===== src/design/cbcn_pkg.sv =====
package cbcn_pkg;

    // Region codes of the result.
    localparam logic [3:0] REGION_INSIDE = 4'd0;
    localparam logic [3:0] REGION_LEFT   = 4'd1;
    localparam logic [3:0] REGION_RIGHT  = 4'd2;
    localparam logic [3:0] REGION_ABOVE  = 4'd3;
    localparam logic [3:0] REGION_BELOW  = 4'd4;
    localparam logic [3:0] REGION_TL     = 4'd5;
    localparam logic [3:0] REGION_TR     = 4'd6;
    localparam logic [3:0] REGION_BL     = 4'd7;
    localparam logic [3:0] REGION_BR     = 4'd8;

    // One in Q1.14.
    localparam logic [14:0] UNIT_Q14 = 15'd16384;

    // Number of root cells and of divider cells in the chain.
    localparam int SQRT_CELLS = 32;
    localparam int DIV_CELLS  = 15;

    typedef struct packed {
        logic signed [31:0] ball_x;
        logic signed [31:0] ball_y;
        logic signed [31:0] box_left;
        logic signed [31:0] box_top;
        logic [30:0]        box_width;
        logic [30:0]        box_height;
    } t_in_req;

    typedef struct packed {
        logic signed [15:0] normal_x;
        logic signed [15:0] normal_y;
        logic signed [31:0] corner_x;
        logic signed [31:0] corner_y;
        logic [3:0]         region;
        logic               degenerate;
    } t_out_res;

    // Per-item information that rides along the chain unchanged.
    typedef struct packed {
        logic [3:0]         region;
        logic signed [31:0] corner_x;
        logic signed [31:0] corner_y;
        logic signed [15:0] edge_nx;
        logic signed [15:0] edge_ny;
        logic               neg_x;
        logic               neg_y;
        logic               is_corner;
        logic               degen;
    } t_side;

    // Square root cell state.
    typedef struct packed {
        logic [63:0] rem;
        logic [63:0] res;
        logic [63:0] bit_m;
        logic [31:0] ax;
        logic [31:0] ay;
        t_side       side;
    } t_sq;

    // Divider cell state.
    typedef struct packed {
        logic [46:0] rx;
        logic [46:0] ry;
        logic [46:0] dsh;
        logic [14:0] qx;
        logic [14:0] qy;
        t_side       side;
    } t_dv;

endpackage


===== src/design/cbcn_div_cell.sv =====
module cbcn_div_cell (
    input  logic          i_clk,
    input  logic          i_rst_n,
    input  logic          i_en,
    input  logic          i_valid,
    input  cbcn_pkg::t_dv i_dv,
    output logic          o_valid,
    output cbcn_pkg::t_dv o_dv
);
    import cbcn_pkg::*;

    t_dv  n_dv;
    t_dv  r_dv;
    logic r_valid;

    // One restoring quotient bit for both components.
    always_comb begin
        n_dv = i_dv;
        if (i_dv.rx >= i_dv.dsh) begin
            n_dv.rx = i_dv.rx - i_dv.dsh;
            n_dv.qx = {i_dv.qx[13:0], 1'b1};
        end else begin
            n_dv.qx = {i_dv.qx[13:0], 1'b0};
        end
        if (i_dv.ry >= i_dv.dsh) begin
            n_dv.ry = i_dv.ry - i_dv.dsh;
            n_dv.qy = {i_dv.qy[13:0], 1'b1};
        end else begin
            n_dv.qy = {i_dv.qy[13:0], 1'b0};
        end
        n_dv.dsh = i_dv.dsh >> 1;
    end

    always_ff @(posedge i_clk) begin
        if (!i_rst_n) begin
            r_valid <= 1'b0;
        end else if (i_en) begin
            r_valid <= i_valid;
        end
    end

    always_ff @(posedge i_clk) begin
        if (i_en) begin
            r_dv <= n_dv;
        end
    end

    assign o_valid = r_valid;
    assign o_dv    = r_dv;

endmodule


===== config.mk =====
export PLATFORM = sky130hd
export DESIGN_NAME = cbcn_div_cell
export DESIGN_NICKNAME = d
export VERILOG_FILES = /design/src/design/cbcn_pkg.sv /design/src/design/cbcn_div_cell.sv
export SDC_FILE = /design/constraint.sdc
export NUM_CORES = 1
export LEC_CHECK = 0
export ABC_CLOCK_PERIOD_IN_PS = 3100
export BUFFER_PORTS_ARGS = -buffer_cell sky130_fd_sc_hd__buf_2
export CAP_MARGIN = 15
export CELL_PAD_IN_SITES_DETAIL_PLACEMENT = 2
export CELL_PAD_IN_SITES_GLOBAL_PLACEMENT = 2
export CORE_ASPECT_RATIO = 0.9
export CORE_MARGIN = 2
export CORE_UTILIZATION = 27
export DETAILED_ROUTE_END_ITERATION = 10
export PLACE_DENSITY = 0.84
export SLEW_MARGIN = 20
export SYNTH_ARGS = -nofsm -noshare
export SYNTH_HDL_FRONTEND = slang
export SYNTH_SLANG_ARGS = --single-unit

===== constraint.sdc =====
create_clock -name i_clk -period 3.1 [get_ports i_clk]
set_input_delay 0.155 -clock i_clk [delete_from_list [all_inputs] [get_ports i_clk]]
set_output_delay 0.155 -clock i_clk [all_outputs]
set_load 0.02 [all_outputs]

==> metrics.yaml, run 1 <==
nFillCells: 5692
dieArea_um2: 57000
setup_tns_ns: 0
fmax_mhz: 324
yosysWarnings: 0
crit_type: "in2reg"
grt_pass1_wl_um: 119000
area_growth_pct: 58.4
arrival_ns: 3.36
die_h_um: 227
final_cell_mix: "buf_2, edfxtp_1, dlygate4sd3_1, buf_4, nand2_1"
slew_viol_final: 0
finalSetupViolCount: 0
grt_max_degree: 87
whs_path_depth: 3
vias_per_cell: 5.01
pwr-share-comb_pct: 29.2
syn_area_per_cell_um2: 11.1
rsz0062_at_grt: "true"
die_w_um: 251
finalCritPeriodShare_pct: 99.6
rrSetupSlack_ns: 1.88
start_util_pct: 27.3
cts_max_path_buffers: 3
cts_num_sinks: 275
overflow: 0
ys_types: 73
drtIter0Drc: 677
fin_util_pct: 43.3
placed_area_um2: 19700
synth_flop_cell: "edfxtp_1"
cts_made_buffers: 34
power.density_nw_per_um2: 533
p_clk_share_pct: 33.1
vias: 15296
hold_class: "in2reg"
cts_tree: "yes"
leakage_nw: 10.5
ys_seq_elements: 275
ioPinCount: 555
seqPwrFrac_pct: 37.7
rows: 81
gp_congestion: 0.896
crit_required_ns: 3.37
power.switching_mw: 4.23
clk_pin_slew_ns: 0.07
vdd_ir_drop_max_mv: 0.329
clk_latency_ns: 0.55
routed_wl_um: 83100
p_int_mw: 8.32
period_minus_slack_ns: 3.09
cts-root-buf: "clkbuf_16"
htreeDepth: 2
grt_pass1_vias: 17053
antenna_found_initial: 11
reg2reg_depth: 3
portBuffers: 551
critical_path.max_fanout: 21
synth_async_sr_flop_share_pct: 0
fin_nets: 2690
core_um2: 54400
outcome: "finished clean"
worst_setup_path_end_kind: "register"
ys_seq_area_share_pct: 55.5
synth_nets: 1720
synth_cells: 1345
whs_ns: 0.0289
layout_commonest_cell: "buf_2"
drc_errors: 0
worstMarginPinSlew_ns: 0.768
drive_gt1_share_pct: 35.9
grt_usage_pct: 28.3
slew_headroom_pct: 48.8
synth_edf_count: 274
skew_ns: 0
syn_area_um2: 14900
fin_area_um2: 23600
wl_per_cell_um: 27.2
dpl.hpwl_um: 57700
cap_violations: 0
ant_nets: 0
firstDrtPassIters: 4
p_sw_share_pct: 33.7
final-hold-violation-count: 0
cp-start-kind: "input port"
-- through the flow --
step / setup slack (ns) / power [mW] / std cells
after floorplan: 0.166 / 6.41 / 1345
after global placement: -0.498 / 7.86 / 2726
after detailed placement: -0.548 / 7.98 / 2726
after CTS: 0.00490 / 12.3 / 3038
after global routing: -0.0607 / 13.0 / 3049
final: 0.0128 / 12.5 / 3053
-- registers in the layout, summed over array words and instances (netlist names) --
register and cells:
o_dv 274, o_valid 1
-- Yosys cell counts (6+ instances only) --
cell type / n / area share (%)
clkbuf_1: 43 / 1.1
edfxtp_1: 274 / 55
o21ai_0: 111 / 3.7
a21oi_1: 127 / 4.3
a21boi_0: 7 / 0.35
a31oi_1: 10 / 0.42
nand2b_1: 8 / 0.34
xnor2_1: 42 / 2.5
nor2b_1: 13 / 0.55
o21a_1: 9 / 0.45
inv_1: 79 / 2.0
xor2_1: 41 / 2.4
buf_2: 12 / 0.40
a211oi_1: 8 / 0.40
or3_1: 7 / 0.29
a21o_1: 52 / 2.6
nand4_1: 32 / 1.3
o31ai_1: 8 / 0.40
o21bai_1: 14 / 0.71
nor3_1: 19 / 0.64
nand2_1: 123 / 3.1
ha_1: 94 / 7.9
and3_1: 6 / 0.25
nor2_1: 93 / 2.3
nand3_1: 27 / 0.91
-- cell type report --
class	count	area (µm²)	share of cell area, %
sequential	275	8250	35.0
clock inverter	21	203	0.860
tap	705	882	3.74
multi-input combinational	933	6230	26.5
inverter	80	305	1.30
antenna	10	25.0	0.106
clock buffer	38	887	3.77
timing repair buffer	991	6780	28.8
-- power by group through the flow --
stage | clock network [mW] | logic (mW) | registers, mW
final | 4.15 | 3.67 | 4.73
after CTS | 4.15 | 3.51 | 4.69
after detailed placement | 0 | 3.21 | 4.76
after global placement | 0 | 3.12 | 4.74
after global routing | 4.37 | 3.91 | 4.75
after floorplan | 0 | 1.19 | 5.22
-- per-layer routing --
| metal | wire length [µm] | track usage (%) |
|---|---|---|
| met1 | 33200 | 32.8 |
| met2 | 42900 | 52.2 |
| met3 | 4020 | 5.38 |
| met4 | 2970 | 10.0 |
| met5 | 50 | 0 |
-- critical path: stages --
cell           delay, ns
dlygate4sd3_1       0.54
buf_2               0.14
ha_1                0.33
buf_4               0.16
nand4_1             0.20
buf_4               0.22
o21ai_4             0.24
a21boi_2            0.11
o31ai_2             0.30
a31oi_1             0.15
o21a_2              0.26
buf_4               0.16
clkbuf_16           0.19
nand2_1             0.09
o21ai_0             0.10
-- timing repair --
action,4_1_cts,5_1_grt
hold buffers,253,0
hold endpoints to repair,252,0
endpoints found under the setup margin,0,80
setup buffers,0,4
gates resized for setup,0,47
-- path summary, 6_finish.rpt --
check / startpoint / to
max: i_dv[237] / o_dv[240]
max reg2reg: o_valid / o_valid
min reg2reg: o_valid / o_valid
min: i_dv[215] / o_dv[215]
-- cells by family after synthesis --
group | synth area share (%)
compound gates | 16.1
other cells | 0.0252
flops | 55.5
mux | 0.749
simple gates | 11.0
xor+xnor | 4.89
fa+ha+maj | 8.18
buf+inv | 3.61
Note: power is estimated with default switching activity, not from simulation.
==> inputs of run 2 (changes only) <==
--- a/config.mk
+++ b/config.mk
@@ -14,8 +14,7 @@
 export CORE_MARGIN = 2
 export CORE_UTILIZATION = 27
 export DETAILED_ROUTE_END_ITERATION = 10
-export PLACE_DENSITY = 0.84
-export SLEW_MARGIN = 20
+export PLACE_DENSITY = 0.79
 export SYNTH_ARGS = -nofsm -noshare
 export SYNTH_HDL_FRONTEND = slang
 export SYNTH_SLANG_ARGS = --single-unit
==> metrics.yaml, run 2 (synthesis results as in run 1) <==
wl_met2_um: 42000  # -2.0%
dieArea_um2: 57000  # unchanged
crit_type: "in2reg"
crit_required_ns: 3.40  # +0.03 ns
total_power_mw: 12.4  # -1.3%
finalCritPeriodShare_pct: 98.3  # -1.3 points
wl_per_cell_um: 26.8  # -1.5%
die_w_um: 251  # unchanged
leakage_nw: 10.5  # -0.20%
fin_ws_ns: 0.0523  # +0.0395 ns
arrival_ns: 3.35  # about the same
cts-root-buf: "clkbuf_16"
area_growth_pct: 59.1
skew_ns: 0  # unchanged
fmax_mhz: 328  # +1.3%
wl_met1_um: 33400  # +0.45%
cts_tree: "yes"
vdd_ir_drop_max_mv: 0.272  # -17%
htreeDepth: 2  # unchanged
antenna_found_initial: 17  # +6
grt_pass1_wl_um: 117000  # -1.3%
drc_errors: 0  # unchanged
final_cell_mix: "buf_2, edfxtp_1, dlygate4sd3_1, buf_4, nand2_1"
grt_usage_pct: 27.8  # -0.53 points
grt_max_degree: 78  # -10%
dr.max_layer_used: "met5"
cap_violations: 0  # unchanged
period_minus_slack_ns: 3.05  # -0.0395 ns
cts_num_sinks: 275  # unchanged
hold_class: "in2reg"
firstDrtPassIters: 5  # +1
setup_tns_ns: 0  # unchanged
start_util_pct: 27.3  # unchanged
rsz0062_at_grt: "true"
core_um2: 54400  # unchanged
vias: 15352  # +0.37%
clk_pin_slew_ns: 0.07  # about the same
placed_area_um2: 19700  # +0.14%
power.density_nw_per_um2: 524  # -1.7%
whs_ns: 0.0169  # -0.0120 ns
drtIter0Drc: 773  # +14%
slew_headroom_pct: 48.5  # -0.33 points
routed_wl_um: 82000  # -1.3%
critical_path.max_fanout: 4  # -81%
vias_per_cell: 5.02  # +0.20%
overflow: 0  # unchanged
worstMarginPinSlew_ns: 0.773  # +0.00490 ns
die_h_um: 227  # unchanged
cts_made_buffers: 35  # +2.9%
ioPinCount: 555  # unchanged
rows: 81  # unchanged
clk_latency_ns: 0.54  # about the same
finalSetupViolCount: 0  # unchanged
fin_area_um2: 23700  # +0.41%
layout_commonest_cell: "buf_2"
drive_gt1_share_pct: 36.5  # +0.64 points
gp_congestion: 0.907  # +1.3%
wl_met3_um: 3620  # -9.9%
outcome: "finished clean"
largest_reg_flops: 274  # unchanged
portBuffers: 551  # unchanged
fin_nets: 2694  # +0.15%
slew_viol_final: 0  # unchanged
cts_max_path_buffers: 3  # unchanged
final-hold-violation-count: 0  # unchanged
dpl.hpwl_um: 57300  # -0.68%
pre_cts_ws_ns: -0.539  # +0.00836 ns
worst_setup_path_end_kind: "register"
cp-start-kind: "input port"
ant_nets: 0  # unchanged
grt_pass1_vias: 17122  # +0.40%
[run 2: final cells by class]
type,instances,area [µm²]
antenna,12,30.0
clock buffer,41,898
clock inverter,18,134
fill,5728,30800
inverter,80,303
multi-input combinational,933,6360
sequential,275,8250
tap,705,882
timing repair buffer,994,6800
[run 2: metrics by stage]
step	utilization, %	instances
finish	43.5	3058
global route	43.5	3056
CTS	42.9	3044
detailed placement	36.3	2728
global placement	36.3	2728
floorplan	-	1345
[run 2: timing repair]
item	CTS	global route
setup buffers	0	1
endpoints found under the hold margin	256	1
hold buffers	257	1
resized for setup	0	73
setup endpoints to repair	0	93
[run 2: where the power goes]
part / internal (mW) / switching [mW]
sequential: 4.56 / 0.180
combinational: 1.45 / 2.22
clock: 2.16 / 1.81
total: 8.17 / 4.21
[run 2: critical path: stages]
cell and delay, ns:
dlygate4sd3_1 0.56, buf_2 0.14, ha_1 0.31, buf_4 0.17, a21oi_1 0.23, o211ai_2 0.17
a41oi_4 0.34, o21bai_2 0.10, a311o_1 0.40, o221a_4 0.26, a21oi_2 0.15, xnor2_1 0.08
mux2_4 0.26
[run 2: path summary, 6_finish.rpt]
check / startpoint / to / slack, ns / cells past startpoint
worst max register to register: o_valid / o_valid / 1.86 / 3
worst min register to register: o_valid / o_valid / 1.18 / 3
worst min-delay path: i_dv[181] / o_dv[181] / 0.02 / 3
worst max-delay path: i_dv[237] / o_dv[266] / 0.05 / 13
[run 2: layer usage]
layer / global-route usage, % / vias to the layer above
met2: 50.8 / 464
li1: - / 6930
met5: 0 / -
met3: 4.82 / 154
met4: 9.62 / 10
met1: 32.9 / 7794
