File: config.mk
export PLATFORM = sky130hd
export DESIGN_NAME = cbcn_sqrt_cell
export DESIGN_NICKNAME = d
export VERILOG_FILES = /design/src/design/cbcn_pkg.sv /design/src/design/cbcn_sqrt_cell.sv
export SDC_FILE = /design/constraint.sdc
export NUM_CORES = 1
export LEC_CHECK = 0
export ABC_CLOCK_PERIOD_IN_PS = 7150
export BUFFER_PORTS_ARGS = -buffer_cell sky130_fd_sc_hd__buf_2
export CORE_AREA = 2 2 283 285
export CTS_CLUSTER_DIAMETER = 60
export DETAILED_ROUTE_END_ITERATION = 8
export DIE_AREA = 0 0 285 287
export PLACE_DENSITY_LB_ADDON = 0.12
export SLEW_MARGIN = 0
export SYNTH_ARGS = -nofsm -noshare
export SYNTH_HDL_FRONTEND = slang
export SYNTH_SLANG_ARGS = --single-unit
File: constraint.sdc
create_clock -name i_clk -period 7.15 [get_ports i_clk]
set_input_delay 1.43 -clock i_clk [delete_from_list [all_inputs] [get_ports i_clk]]
set_output_delay 1.43 -clock i_clk [all_outputs]
set_load 0.01 [all_outputs]
File: src/design/cbcn_pkg.sv
package cbcn_pkg;

    // Region codes of the result.
    localparam logic [3:0] REGION_INSIDE = 4'd0;
    localparam logic [3:0] REGION_LEFT   = 4'd1;
    localparam logic [3:0] REGION_RIGHT  = 4'd2;
    localparam logic [3:0] REGION_ABOVE  = 4'd3;
    localparam logic [3:0] REGION_BELOW  = 4'd4;
    localparam logic [3:0] REGION_TL     = 4'd5;
    localparam logic [3:0] REGION_TR     = 4'd6;
    localparam logic [3:0] REGION_BL     = 4'd7;
    localparam logic [3:0] REGION_BR     = 4'd8;

    // One in Q1.14.
    localparam logic [14:0] UNIT_Q14 = 15'd16384;

    // Number of root cells and of divider cells in the chain.
    localparam int SQRT_CELLS = 32;
    localparam int DIV_CELLS  = 15;

    typedef struct packed {
        logic signed [31:0] ball_x;
        logic signed [31:0] ball_y;
        logic signed [31:0] box_left;
        logic signed [31:0] box_top;
        logic [30:0]        box_width;
        logic [30:0]        box_height;
    } t_in_req;

    typedef struct packed {
        logic signed [15:0] normal_x;
        logic signed [15:0] normal_y;
        logic signed [31:0] corner_x;
        logic signed [31:0] corner_y;
        logic [3:0]         region;
        logic               degenerate;
    } t_out_res;

    // Per-item information that rides along the chain unchanged.
    typedef struct packed {
        logic [3:0]         region;
        logic signed [31:0] corner_x;
        logic signed [31:0] corner_y;
        logic signed [15:0] edge_nx;
        logic signed [15:0] edge_ny;
        logic               neg_x;
        logic               neg_y;
        logic               is_corner;
        logic               degen;
    } t_side;

    // Square root cell state.
    typedef struct packed {
        logic [63:0] rem;
        logic [63:0] res;
        logic [63:0] bit_m;
        logic [31:0] ax;
        logic [31:0] ay;
        t_side       side;
    } t_sq;

    // Divider cell state.
    typedef struct packed {
        logic [46:0] rx;
        logic [46:0] ry;
        logic [46:0] dsh;
        logic [14:0] qx;
        logic [14:0] qy;
        t_side       side;
    } t_dv;

endpackage

File: src/design/cbcn_sqrt_cell.sv
module cbcn_sqrt_cell (
    input  logic          i_clk,
    input  logic          i_rst_n,
    input  logic          i_en,
    input  logic          i_valid,
    input  cbcn_pkg::t_sq i_sq,
    output logic          o_valid,
    output cbcn_pkg::t_sq o_sq
);
    import cbcn_pkg::*;

    logic [63:0] w_trial;
    t_sq         n_sq;
    t_sq         r_sq;
    logic        r_valid;

    // One result bit of the integer square root.
    always_comb begin
        n_sq    = i_sq;
        w_trial = i_sq.res + i_sq.bit_m;
        if (i_sq.rem >= w_trial) begin
            n_sq.rem = i_sq.rem - w_trial;
            n_sq.res = (i_sq.res >> 1) + i_sq.bit_m;
        end else begin
            n_sq.res = i_sq.res >> 1;
        end
        n_sq.bit_m = i_sq.bit_m >> 2;
    end

    always_ff @(posedge i_clk) begin
        if (!i_rst_n) begin
            r_valid <= 1'b0;
        end else if (i_en) begin
            r_valid <= i_valid;
        end
    end

    always_ff @(posedge i_clk) begin
        if (i_en) begin
            r_sq <= n_sq;
        end
    end

    assign o_valid = r_valid;
    assign o_sq    = r_sq;

endmodule

==> flow_summary.yaml, run 1 <==
clock_tree:
  insertion_delay_ps: 590
  cts_setup_buffers: 0
  clock_path_buffers: 3
  hold_buffers: 0
  cts_resized: 0
  numCtsBuffers: 54
  clkTransAtPathRegs_ps: 50
  h-tree-depth: 2
  cts_tree: "done"
  cts-root-buf: "clkbuf_16"
  clock_sinks: 359
sta:
  hold_viol_final: 0
  fin_tns_setup_ps: 0
  relSlewSlack_pct: 27.7
  fin_crit_ps: 6640
  worst_pin_slew_ps: 1080
  fin_crit_sh_pct: 92.8
  slew_violations: 0
  grt_setup_unrepaired: "false"
  setup_slack_ps: 514
  clock.fmax_mhz: 151
  skew_ps: 0
  setup_viol: 0
grt:
  grt_overflow: 0
  antenna_found_initial: 28
  grt_pass1_vias: 21059
  grt_max_degree: 154
  grt_first_pass_wirelength_um: 133000
  grt.total_usage_pct: 21.5
synthesis:
  synthAdderAreaFrac_pct: 10.5
  synth_top_flop_cell: "edfxtp_1"
  synth_compound_area_share_pct: 21.5
  syn_avg_cell_area_um2: 10.2
  synth_mux_area_share_pct: 0.333
  ys_seq_area_share_pct: 46.2
  ys_top_cells_by_area: "edfxtp_1, ha_1, a21oi_1"
  syn_area_mm2: 0.0233
  yosys.area_share.simple_pct: 11.7
  yosysMostFrequentCell: "edfxtp_1"
  yosys_warnings: 0
  synth.distinct_cells: 80
  synth_top_area_share_pct: 46.1
  synth_top_family_by_area: "compound AO/OA/AOI/OAI gates"
  synthArstFlopShare_pct: 0
  ys_ff_latch: 359
  netlist_instances: 2288
  synth_edf_count: 358
  synth_common_cells: "edfxtp_1, nand2_1, a21oi_1"
  yosysTopAreaCell: "edfxtp_1"
  synth-xor-area-share_pct: 6.69
setup_path:
  cp-end-kind: "flip-flop"
  cp_max_fo: 3
  worstPathRequired_ps: 7520
  worstPathArrival_ps: 7010
  critPathLaunchType: "input port"
  slowest_stage: "or4_4"
  r2r_setup_slack_ps: 6560
  max_stage_delay_ps: 550
  path_class: "in -> reg"
placement:
  post-place-ws_ps: -199
  dpl.hpwl_um: 76100
  numPortBuffers: 722
  placed_cell_area_mm2: 0.0288
  place_congestion: 0.905
route:
  wl_per_cell_um: 22.1
  vias: 21147
  drt_pass1_iterations: 5
  drc: 0
  viasPerCell: 5.07
  first_iter_violations: 1286
  wl_um: 92200
  ant_nets: 0
cells_and_area:
  finish.utilization_pct: 38.8
  drive_above_1_share_pct: 31.0
  nets: 3634
  synthToLayoutAreaGrowth_pct: 30.8
  stdcell_area_mm2: 0.0305
floorplan:
  io_pins: 725
  core_area_mm2: 0.0786
  die_w_um: 285
  die-area_mm2: 0.0818
  start_util_pct: 29.7
  rows: 103
  die_h_um: 287
power_and_ir_drop:
  vdd_ir_drop_max_mv: 0.169
  pwr_density_cell_mw_per_mm2: 280
  power_leakage_uw: 0.0134
status:
  outcome: "completed"
worst_hold_path:
  hold_path.class: "reg -> reg"
run:
  maxCapViolCount: 0
==> sequential cells by signal, indices dropped and copies added (netlist names) <==
signal and cells:
o_valid 1, o_sq 358
==> layout make-up <==
type,count,area (µm²)
flip-flops and latches,359,10800
diodes,8,20.0
fillers,7960,48100
clock inverters,30,299
clock buffers,66,1420
inverters,54,203
multi-input cells,1762,11800
well taps,1050,1310
repair buffers,846,4630
==> power by group <==
group          switching (µW)  internal (µW)
sequential               83.1           2720
combinational            1920           1310
clock                    1040           1470
total                    3050           5490
==> critical path: cells and delay by family <==
kind | cells | cell delay [ps]
AOI/OAI and AO/OA | 11 | 2220
and+or+nand+nor | 7 | 1420
adders and majority gates | 3 | 880
buffers and inverters | 4 | 440
xor gates and xnor gates | 2 | 350
muxes | 1 | 250
==> metrics by stage <==
step                hold slack, ps  total power (µW)  cells
floorplan                      538              4710   2289
global placement               496              6070   4071
detailed placement             510              6070   4071
CTS                            523              8650   4167
global route                   577              9050   4174
finish                         512              8540   4175
==> layout by cell type, fill, tap and decap left out, drive strengths merged, types with 17 or more instances in the layout <==
cell    instances
nor3           22
xnor2         107
o21a           27
ha            190
nand2b         19
o31ai          17
o21ai         229
buf           846
inv            67
nor2          112
edfxtp        358
clkbuf         66
o21bai         42
nand3          35
and3           17
a21oi         215
nand4          58
a31oi          27
xor2           71
a21o          128
nand2         252
a211oi         17
==> cell families (layout without fill, tap and decap cells) <==
group	count (synthesis)	after routing
other cells	1	10
simple gates	585	585
compound gates	797	797
mux	7	7
fa+ha+maj	193	193
flops	359	359
xor+xnor	178	178
buf+inv	168	996
==> worst paths after layout <==
path	start	end	cells past startpoint
worst min register to register	o_valid	o_valid	2
worst max register to register	o_valid	o_valid	2
worst max-delay path	i_sq[168]	o_sq[359]	28
worst min-delay path	o_valid	o_valid	2
==> routing by layer <==
layer | GRT usage, % | part of all wire [%] | wire length [µm]
met4 | 8.73 | 4.0 | 3710
met3 | 4.43 | 6.3 | 5840
met2 | 37.3 | 49 | 44800
met1 | 26.0 | 41 | 37800
met5 | 0 | 0.12 | 115
No activity file was read; power rests on OpenSTA's default activity.
==> run 2: changes to the inputs <==
--- a/config.mk
+++ b/config.mk
@@ -12,6 +12,7 @@
 export DETAILED_ROUTE_END_ITERATION = 8
 export DIE_AREA = 0 0 285 287
 export PLACE_DENSITY_LB_ADDON = 0.12
+export RECOVER_POWER = 50
 export SLEW_MARGIN = 0
 export SYNTH_ARGS = -nofsm -noshare
 export SYNTH_HDL_FRONTEND = slang
==> flow_summary.yaml, run 2 (same netlist as run 1, synthesis figures left out) <==
status:
  outcome: "complete, but fails checks"
  violations: "max-capacitance violations, max-slew violations"
route:
  vias: 21133
  drt_pass1_iterations: 5
  first_iter_violations: 1378
  viasPerCell: 5.06
  wl_per_cell_um: 22.1
  drc: 0
  ant_nets: 0
  wl_um: 92400
setup_path:
  worstPathArrival_ps: 7010
  path_class: "in -> reg"
  worstPathRequired_ps: 7520
  slowest_stage: "or4_4"
  crit_buf_inv: 4
  cp-end-kind: "flip-flop"
  crit_family: "compound AO/OA/AOI/OAI gates"
  cp_max_fo: 3
  max_stage_delay_ps: 550
  critPathLaunchType: "input port"
cells_and_area:
  layoutNonFillerInstCount: 4179
  stdcell_area_mm2: 0.0303
  nets: 3634
  final_common_cell: "buf_2"
  drive_above_1_share_pct: 25.0
  synthToLayoutAreaGrowth_pct: 29.8
  mostFrequentLayoutCells: "buf_2, edfxtp_1, nand2_1"
  largest_reg_flops: 358
placement:
  placed_cell_area_mm2: 0.0288
  numPortBuffers: 722
  place_congestion: 0.905
  dpl.hpwl_um: 76100
  place_inst: 4071
run:
  maxCapViolCount: 1
clock_tree:
  insertion_delay_ps: 590
  clock_path_buffers: 3
  clkTransAtPathRegs_ps: 50
  numCtsBuffers: 54
  h-tree-depth: 2
  cts-root-buf: "clkbuf_16"
  cts_tree: "done"
  cts_resized: 0
  clock_sinks: 359
  hold_buffers: 0
  cts_setup_buffers: 0
sta:
  fin_crit_ps: 6640
  clock.fmax_mhz: 151
  skew_ps: 0
  fin_crit_sh_pct: 92.8
  relSlewSlack_pct: -235
  setup_viol: 0
  hold_ws_ps: 515
  fin_tns_setup_ps: 0
  worst_pin_slew_ps: 5020
  hold_viol_final: 0
  grt_setup_unrepaired: "false"
  slew_violations: 93
floorplan:
  start_util_pct: 29.7
  rows: 103
  die_h_um: 287
  io_pins: 725
  core_area_mm2: 0.0786
  die_w_um: 285
  die-area_mm2: 0.0818
grt:
  antenna_found_initial: 29
  grt.total_usage_pct: 21.5
  grt_first_pass_wirelength_um: 133000
  use_met1_pct: 26.0
  grt_overflow: 0
  grt_max_degree: 154
  met3_usage_pct: 4.43
  top_usage_layer: "met2"
  grt_use_met2_pct: 37.3
  grt_pass1_vias: 21059
worst_hold_path:
  hold_path.class: "reg -> reg"
power_and_ir_drop:
  post-layout-total-power_uw: 8520
  pwr_density_cell_mw_per_mm2: 282
  vdd_ir_drop_max_mv: 0.169
  power_leakage_uw: 0.0129
run 2: tightest hold or removal path, stage by stage (launching register included):
cell and delay (ps):
dfxtp_1 320, mux2i_1 70, nor2b_1 100
run 2: worst paths after layout:
kind                                 from        end  cells past startpoint  slack, ps
worst max-delay path            i_sq[168]  o_sq[359]                     28        510
worst min-delay path              o_valid    o_valid                      2        510
worst max register to register    o_valid    o_valid                      2       6470
worst min register to register    o_valid    o_valid                      2        510
run 2: layout make-up:
type / instances / area [µm²]
fillers: 8066 / 48400
multi-input cells: 1762 / 11800
flip-flops and latches: 359 / 10800
repair buffers: 846 / 4390
clock buffers: 66 / 1420
well taps: 1050 / 1310
clock inverters: 30 / 299
inverters: 54 / 203
diodes: 12 / 30.0
run 2: layer usage:
layer	wire (µm)	part of all wire, %
met1	37900	41
met2	44600	48
met3	5900	6.4
met4	3890	4.2
met5	108	0.12
run 2: report_power, final:
group / total [µW] / switching, µW / internal, µW / leakage, µW
clock network: 2520 / 1040 / 1470 / 0.000826
registers: 2810 / 87.0 / 2720 / 0.00351
logic: 3200 / 1920 / 1270 / 0.00858
run 2: metrics by stage:
stage               setup slack [ps]  utilization (%)
floorplan                        879                -
global placement                -100             36.6
detailed placement              -199             36.6
CTS                              466             38.8
global route                     147             38.5
finish                           513             38.5
==> run 3: changes to the inputs <==
--- a/config.mk
+++ b/config.mk
@@ -8,11 +8,12 @@
 export ABC_CLOCK_PERIOD_IN_PS = 7150
 export BUFFER_PORTS_ARGS = -buffer_cell sky130_fd_sc_hd__buf_2
 export CORE_AREA = 2 2 283 285
-export CTS_CLUSTER_DIAMETER = 60
+export CTS_CLUSTER_DIAMETER = 50
 export DETAILED_ROUTE_END_ITERATION = 8
 export DIE_AREA = 0 0 285 287
 export PLACE_DENSITY_LB_ADDON = 0.12
 export RECOVER_POWER = 50
+export REMOVE_ABC_BUFFERS = 1
 export SLEW_MARGIN = 0
 export SYNTH_ARGS = -nofsm -noshare
 export SYNTH_HDL_FRONTEND = slang
==> flow_summary.yaml, run 3 (same netlist as run 1, synthesis figures left out) <==
status:
  outcome: "complete, but fails checks"
  violations: "max-capacitance violations, max-slew violations"
placement:
  numPortBuffers: 722
  dpl.hpwl_um: 79200
  place_inst: 4048
  place_congestion: 0.929
  post-place-ws_ps: -189
setup_path:
  path_class: "in -> reg"
  critPathLaunchType: "input port"
  cp-end-kind: "flip-flop"
  worstPathRequired_ps: 7510
  worstPathArrival_ps: 6980
  cp_max_fo: 3
cells_and_area:
  drive_above_1_share_pct: 25.9
  synthToLayoutAreaGrowth_pct: 29.6
  nets: 3610
  mostFrequentLayoutCells: "buf_2, edfxtp_1, nand2_1"
  largest_reg_flops: 358
  finish.utilization_pct: 38.4
  final_common_cell: "buf_2"
  nFillCells: 8082
  layoutNonFillerInstCount: 4150
sta:
  setup_slack_ps: 521
  relSlewSlack_pct: -260
  setup_viol: 0
  fin_crit_ps: 6630
  fin_crit_sh_pct: 92.7
  clock.fmax_mhz: 151
  grt_setup_unrepaired: "false"
  slew_violations: 91
  hold_viol_final: 0
  hold_ws_ps: 532
  skew_ps: 0
  worst_pin_slew_ps: 5400
power_and_ir_drop:
  power_leakage_uw: 0.0130
  vdd_ir_drop_max_mv: 0.165
  post-layout-total-power_uw: 8690
  pwr_density_cell_mw_per_mm2: 288
route:
  wl_per_cell_um: 23.0
  ant_nets: 0
  viasPerCell: 5.09
  first_iter_violations: 1426
  wl_um: 95400
  drc: 0
  drt_pass1_iterations: 5
  vias: 21111
worst_hold_path:
  hold_path.class: "reg -> reg"
grt:
  grt_pass1_vias: 20934
  grt.total_usage_pct: 22.2
  antenna_found_initial: 19
  grt_max_degree: 112
  grt_first_pass_wirelength_um: 137000
  grt_overflow: 0
clock_tree:
  clock_path_buffers: 3
  cts_setup_buffers: 0
  clock_sinks: 359
  hold_buffers: 0
  h-tree-depth: 2
  numCtsBuffers: 53
  insertion_delay_ps: 600
  clkTransAtPathRegs_ps: 60
  cts_resized: 0
  cts_tree: "done"
  cts-root-buf: "clkbuf_16"
floorplan:
  die-area_mm2: 0.0818
  io_pins: 725
  die_h_um: 287
  rows: 103
  start_util_pct: 29.7
  die_w_um: 285
  core_area_mm2: 0.0786
run:
  maxCapViolCount: 1
[run 3: changes by cell type in the layout (fill, tap and decap cells not counted), moves of 2 or more]
cell       change
buf_2         +37
buf_4         -23
bufinv_16      +4
clkbuf_1      -44
clkbuf_16      -2
clkinv_1       +2
clkinv_8       +2
diode_2        -8
inv_8          +3
[run 3: metrics by stage]
| stage | cell area [µm²] | TNS (ps) |
|---|---|---|
| finish | 30200 | 0 |
| global route | 30200 | 0 |
| CTS | 30400 | 0 |
| detailed placement | 28600 | -1220 |
| global placement | 28600 | -5960 |
| floorplan | 22800 | -135750 |
[run 3: routing by layer]
layer  vias up  wire length (µm)  global-route usage, %
met5         -                41                      0
met4         6              2500                   5.90
met3       130              5870                   4.50
met2       706             46000                   38.3
met1     10082             41000                   28.3
li1      10187                 -                      -
[run 3: power by group]
group | switching (µW) | internal [µW]
logic | 1940 | 1260
clock network | 1100 | 1580
registers | 90.0 | 2720
[run 3: area by class of cell]
class / instances / area, µm² / share of cell area (%)
Antenna cell: 4 / 10.0 / 0.0331
Clock buffer: 56 / 1340 / 4.43
Multi-Input combinational cell: 1762 / 11800 / 39.2
Sequential cell: 359 / 10800 / 35.6
Timing Repair Buffer: 823 / 4260 / 14.1
Clock inverter: 42 / 488 / 1.61
Tap cell: 1050 / 1310 / 4.35
Inverter: 54 / 203 / 0.671
[run 3: critical path, stage by stage]
cell	delay (ps)
buf_2	100
ha_1	200
inv_1	70
fa_1	400
nor2b_1	190
o31a_1	230
o31ai_1	100
buf_4	150
nand2_1	90
a221oi_1	90
nand3b_1	270
o41ai_1	520
a21oi_1	190
o21a_1	230
xnor2_1	240
ha_1	310
a21oi_1	170
o21ai_1	100
nor2b_1	130
a211oi_1	270
nand3b_1	140
a211oi_2	220
nor3_1	90
or4_4	560
a21oi_2	150
xnor2_1	70
mux2_2	260
[run 3: final timing paths]
path         startpoint        end  slack, ps  cells past startpoint
max           i_sq[168]  o_sq[359]        520                     27
min             o_valid    o_valid        530                      2
max reg2reg     o_valid    o_valid       6440                      2
min reg2reg     o_valid    o_valid        530                      2
